File: config.mk
export PLATFORM = sky130hd
export DESIGN_NAME = pptc_ram
export DESIGN_NICKNAME = d
export VERILOG_FILES = /design/src/hw/rtl/per_protocol_traffic_counter_macros.svh /design/src/hw/rtl/pptc_ram.sv
export SDC_FILE = /design/constraint.sdc
export NUM_CORES = 1
export LEC_CHECK = 0
export ABC_AREA = 1
export BUFFER_PORTS_ARGS = -buffer_cell sky130_fd_sc_hd__buf_2
export CAP_MARGIN = 0
export CORE_MARGIN = 4
export CORE_UTILIZATION = 61
export CTS_CLUSTER_SIZE = 40
export DETAILED_ROUTE_END_ITERATION = 8
export PLACE_DENSITY = 0.82
export RECOVER_POWER = 25
export SETUP_SLACK_MARGIN = 0.1
export SLEW_MARGIN = 20
export SYNTH_ARGS = -nofsm -noshare
export SYNTH_HDL_FRONTEND = slang
export SYNTH_SLANG_ARGS = --single-unit
File: constraint.sdc
create_clock -name aclk -period 1.4 [get_ports aclk]
set_input_delay 0.28 -clock aclk [delete_from_list [all_inputs] [get_ports aclk]]
set_output_delay 0.28 -clock aclk [all_outputs]
set_load 0.05 [all_outputs]
File: src/hw/rtl/per_protocol_traffic_counter_macros.svh
// Assertion macros shared by the traffic counter RTL.
`ifndef PER_PROTOCOL_TRAFFIC_COUNTER_MACROS_SVH
`define PER_PROTOCOL_TRAFFIC_COUNTER_MACROS_SVH
// Implication checked on every clock edge outside reset.
`define PPTC_ASSERT_IMPL(label, clk, rstn, ante, cons) \
    label: assert property (@(posedge clk) disable iff (!rstn) (ante) |-> (cons)) \
        else $error("implication failed");
// Next-cycle implication checked outside reset.
`define PPTC_ASSERT_NEXT(label, clk, rstn, ante, cons) \
    label: assert property (@(posedge clk) disable iff (!rstn) (ante) |=> (cons)) \
        else $error("assertion failed");
`endif

File: src/hw/rtl/pptc_ram.sv
// Generic single-port-write, single-port-read RAM with registered read.
module pptc_ram #(
    parameter int WIDTH = 8,
    parameter int DEPTH = 16
) (
    input  logic                     aclk,
    input  logic                     we,
    input  logic [$clog2(DEPTH)-1:0] waddr,
    input  logic [WIDTH-1:0]         wdata,
    input  logic [$clog2(DEPTH)-1:0] raddr,
    output logic [WIDTH-1:0]         rdata
);
    logic [WIDTH-1:0] mem [DEPTH];

    always_ff @(posedge aclk) begin
        if (we) begin
            mem[waddr] <= wdata;
        end
        rdata <= mem[raddr];
    end
endmodule

# [Word level (Yosys, flattened, before mapping)]
# Memories as Yosys holds them, arrays and structs flattened. A register that Yosys moved wholly into a read port is not among the register bits.
# Cells that the tools add are included.
[op_classes] mux=2 addsub=0 reduce_logical=0 div_mod_pow=0 n_lt_le_gt_ge=0 bitwise=0 shift=0 mul=0 eq_ne=0
[ops] operator="2-to-1 mux 1 bit" count=2
[totals] mem_bits_rw=128 in_bits=18 latchBits=0 word_cells=3 romBits=0 n_memories=1 output_inout_bits=8 reg_bits=0
[mem_list] name="mem" depth=16 word_bits=8 rd=1 rd_ports_with_merged_regs=1 write_ports=1 line_no="pptc_ram.sv:13" source="logic [WIDTH-1:0] mem [DEPTH];"

# [Depth between registers and ports, before layout]
[logic_depth] depth_word=2 ltp_mapped=8 depth_no_buf=7

# [Worst setup path after synthesis]
# OpenSTA, ideal clock, no wires.
[synth_path] path_type="input to register" startpoint="input waddr[2]" endpoint="memory mem[10][0], enable pin" n_path_buf=0 required_time_ns=1.030 t_arrival_ns=0.861 path_stages=2 setup_time_ns=0.370 setup_slack_ns=0.169 path_cell_list="nand3b_1 > nor2_1"
[synth_lines] element="start: declaration" line_no="pptc_ram.sv:8" source="input logic [$clog2(DEPTH)-1:0] waddr,"
[synth_lines] element="end: declaration" line_no="pptc_ram.sv:13"
# Straight into the memory's write port.

# [Worst setup path in the final report]
[layout_path] startpoint="register rdata[6], read port of mem" endpoint="output rdata[6]"
[layout_lines] element="start: declaration" line_no="pptc_ram.sv:11" source="output logic [WIDTH-1:0] rdata"
# No word-level cell between the ends.

==> insert_results.sql <==
INSERT INTO impl_metrics (metric_group, metric, value, unit) VALUES
('status', 'status', 'finished, final reports clean', ''),
('synthesis', 'post_synthesis_sequential_element_count', '136', ''),
('floorplan', 'core.rowCount', '35', ''),
('detailed_routing', 'vias', '4040', ''),
('sta', 'finalHoldWorstSlack', '0.139', 'ns'),
('sta', 'worst_slew_pin_slew', '0.897', 'ns'),
('sta', 'fmaxAchievable', '766', 'MHz'),
('grt', 'grt_pass1_vias', '4117', ''),
('grt', 'grt_first_pass_wirelength', '21500', 'µm'),
('grt', 'antenna_found_initial', '0', ''),
('grt', 'grt_start_max_net_pins', '65', ''),
('detailed_routing', 'detailedRoute.firstIterationViolations', '437', ''),
('synthesis', 'syn_inst', '551', ''),
('critical_path', 'highest_fanout_seen_on_the_critical_path', '1', ''),
('sta', 'slew_violations', '0', ''),
('run', 'maxCapViolations', '0', ''),
('detailed_routing', 'drt_drc_violations_left', '0', ''),
('synthesis', 'synth_area_per_cell', '10.5', 'µm²'),
('clock_tree', 'tritoncts', 'built', ''),
('floorplan', 'io_pins', '26', ''),
('sta', 'clock_tree_skew_after_final_layout', '0.00530', 'ns'),
('critical_path', 'criticalPathCategory', 'reg2out', ''),
('floorplan', 'die_footprint', '11100', 'µm²'),
('finish', 'layout-drive-gt1-share', '14.5', '%'),
('grt', 'globalRoute.totalOverflow', '0', ''),
('sta', 'max_slew_margin', '40.2', '%'),
('detailed_routing', 'post_drt_via_cell_ratio', '5.44', ''),
('placement', 'hpwlAfterDp', '8190', 'µm'),
('finish', 'final_util', '73.2', '%'),
('sta', 'final.setup.tns', '0', 'ns'),
('critical_path', 'worst_path_arrival_time', '1.03', 'ns'),
('sta', 'grt_setup_unrepaired', 'yes', ''),
('clock_tree', 'ctsHtreeMaxLevel', '4', ''),
('placement', 'port-buffer-count', '25', ''),
('sta', 'timing.final.hold_violations', '0', ''),
('detailed_routing', 'final_antenna_net_count', '0', ''),
('finish', 'n_antenna_cell', '0', ''),
('finish', 'finalNetCount', '618', ''),
('critical_path', 'worst_path_dominant_cell_family', 'flip-flops', ''),
('critical_path', 'cp_slowest_cell', 'sky130_fd_sc_hd__dfxtp_4', ''),
('synthesis', 'synth.area.top_cells', 'sky130_fd_sc_hd__edfxtp_1 (67%), sky130_fd_sc_hd__nand2_1 (11%), sky130_fd_sc_hd__nand3_1 (8.4%), sky130_fd_sc_hd__inv_1 (6.5%), sky130_fd_sc_hd__dfxtp_1 (2.8%)', ''),
('floorplan', 'die_height', '105', 'µm'),
('detailed_routing', 'drt_pass1_iterations', '5', ''),
('critical_path', 'path_buf_inv', '1', ''),
('synthesis', 'netlist_area', '5770', 'µm²'),
('hold_path', 'hold_path.class', 'in2reg', ''),
('sta', 'post-route-period-util', '93.2', '%'),
('clock_tree', 'worst_case_clock_buffer_depth', '2', ''),
('detailed_routing', 'routed_wire_length_per_instance', '18.1', 'µm'),
('sta', 'layout_min_cycle_time', '1.31', 'ns'),
('synthesis', 'top_cell_type_by_total_area_after_synthesis', 'sky130_fd_sc_hd__edfxtp_1', ''),
('pwr', 'power.density', '1380', 'nW/µm²'),
('placement', 'postPlaceCellArea', '6140', 'µm²'),
('critical_path', 'crit_path_end_kind', 'primary output', ''),
('pwr', 'leakage', '0.00294', 'µW'),
('floorplan', 'core-area', '9240', 'µm²'),
('finish', 'stdcell_area', '6770', 'µm²'),
('finish', 'flow.area_growth_from_synthesis', '17.3', '%'),
('floorplan', 'die_width', '105', 'µm'),
('critical_path', 'cp_slowest_stage_delay', '0.37', 'ns'),
('placement', 'gp_congestion', '0.890', ''),
('synthesis', 'seq_area_frac_synth', '69.4', '%'),
('sta', 'finalSetupViolCount', '0', ''),
('critical_path', 'setup.worst_path.start_class', 'flop', ''),
('synthesis', 'netlist-cell-type-count', '12', ''),
('clock_tree', 'tritoncts.num_buffers', '17', ''),
('detailed_routing', 'wl', '13400', 'µm'),
('clock_tree', 'clock_insertion_delay_worst_skew', '0.52', 'ns'),
('synthesis', 'synth_top_cell_area_share', '66.7', '%'),
('clock_tree', 'tritoncts_num_sinks', '136', ''),
('floorplan', 'initial_utilization', '62.4', '%'),
('synthesis', 'syn-num-nets', '569', ''),
('clock_tree', 'cts-root-buf', 'sky130_fd_sc_hd__clkbuf_8', ''),
('synthesis', 'yosys_warnings', '0', ''),
('critical_path', 'critPathRequiredTime', '1.12', 'ns'),
('critical_path', 'critical_path.cell_chain', 'buf_8', ''),
('grt', 'globalRouteTotalUtil', '25.8', '%'),
('clock_tree', 'clock_transition_at_the_registers_of_the_reported_paths', '0.06', 'ns'),
('pwr', 'irDropWorstVdd', '0.00153', 'V');
repair_timing:
item,CTS,global route
hold buffers,0,0
setup endpoints to repair,8,8
gates resized for setup,28,4
endpoints found under the hold margin,0,0
setup buffers,0,0
cells in the mapped netlist, drive strengths merged:
master / number
dfxtp: 8
inv: 102
edfxtp: 128
nand3b: 2
nor2: 17
nand3: 97
nand2: 173
buf: 24
worst paths after layout:
check / to / cells after the start / slack [ns] / start
max: rdata[6] / 1 / 0.09 / rdata[6]
min: rdata[5] / 3 / 0.14 / raddr[3]
min reg2reg: rdata[1] / 6 / 0.69 / mem[12][1]
max reg2reg: rdata[0] / 6 / 0.32 / mem[6][0]
power by group:
part	total, µW	internal, µW	switching [µW]
Clock	4020	2350	1670
Sequential	4600	4560	44.0
Combinational	721	229	492
registers in the layout (all words and copies together) (netlist names):
register,count
mem,128
rdata,8
metrics by stage:
stage	instances	setup WS [ns]	total power, µW
after global routing	742	0.0687	9640
after detailed placement	710	0.0555	5330
after global placement	710	0.0765	5300
after CTS	742	0.0721	9360
after floorplan	551	0.169	5070
final	742	0.0945	9350
metal layers:
layer | global-route usage (%) | share of wire [%] | routed length, µm
met1 | 32.5 | 38 | 5080
met2 | 43.4 | 51 | 6810
met3 | 5.51 | 7.8 | 1040
met4 | 11.3 | 3.5 | 470
met5 | 0 | 0 | 0
layout make-up:
| class | instances | area [µm²] |
|---|---|---|
| sequential | 136 | 4020 |
| clock buffer | 17 | 414 |
| inverter | 102 | 383 |
| clock inverter | 15 | 129 |
| tap | 129 | 161 |
| timing repair buffer | 54 | 449 |
| fill | 595 | 2470 |
| multi-input combinational | 289 | 1210 |
cells by family (layout without fill, tap and decap cells):
| family | count (synthesis) | in the layout | synth area share (%) |
|---|---|---|---|
| flip-flops | 136 | 136 | 69.4 |
| AND/OR/NAND/NOR | 289 | 289 | 21.0 |
| buffers and inverters | 126 | 188 | 9.52 |
cells in the final DEF (no fill, tap or decap):
| cell type | instances |
|---|---|
| sky130_fd_sc_hd__buf_12 | 3 |
| sky130_fd_sc_hd__buf_2 | 11 |
| sky130_fd_sc_hd__buf_4 | 26 |
| sky130_fd_sc_hd__buf_6 | 1 |
| sky130_fd_sc_hd__buf_8 | 7 |
| sky130_fd_sc_hd__bufinv_16 | 1 |
| sky130_fd_sc_hd__clkbuf_1 | 6 |
| sky130_fd_sc_hd__clkbuf_16 | 16 |
| sky130_fd_sc_hd__clkbuf_8 | 1 |
| sky130_fd_sc_hd__clkinv_1 | 1 |
| sky130_fd_sc_hd__clkinv_2 | 3 |
| sky130_fd_sc_hd__clkinv_4 | 1 |
| sky130_fd_sc_hd__clkinvlp_4 | 6 |
| sky130_fd_sc_hd__dfxtp_2 | 7 |
| sky130_fd_sc_hd__dfxtp_4 | 1 |
| sky130_fd_sc_hd__edfxtp_1 | 128 |
| sky130_fd_sc_hd__inv_1 | 100 |
| sky130_fd_sc_hd__inv_2 | 2 |
| sky130_fd_sc_hd__inv_6 | 3 |
| sky130_fd_sc_hd__nand2_1 | 173 |
| sky130_fd_sc_hd__nand3_1 | 97 |
| sky130_fd_sc_hd__nand3b_1 | 2 |
| sky130_fd_sc_hd__nor2_1 | 17 |
(Power assumes the default switching activity.)
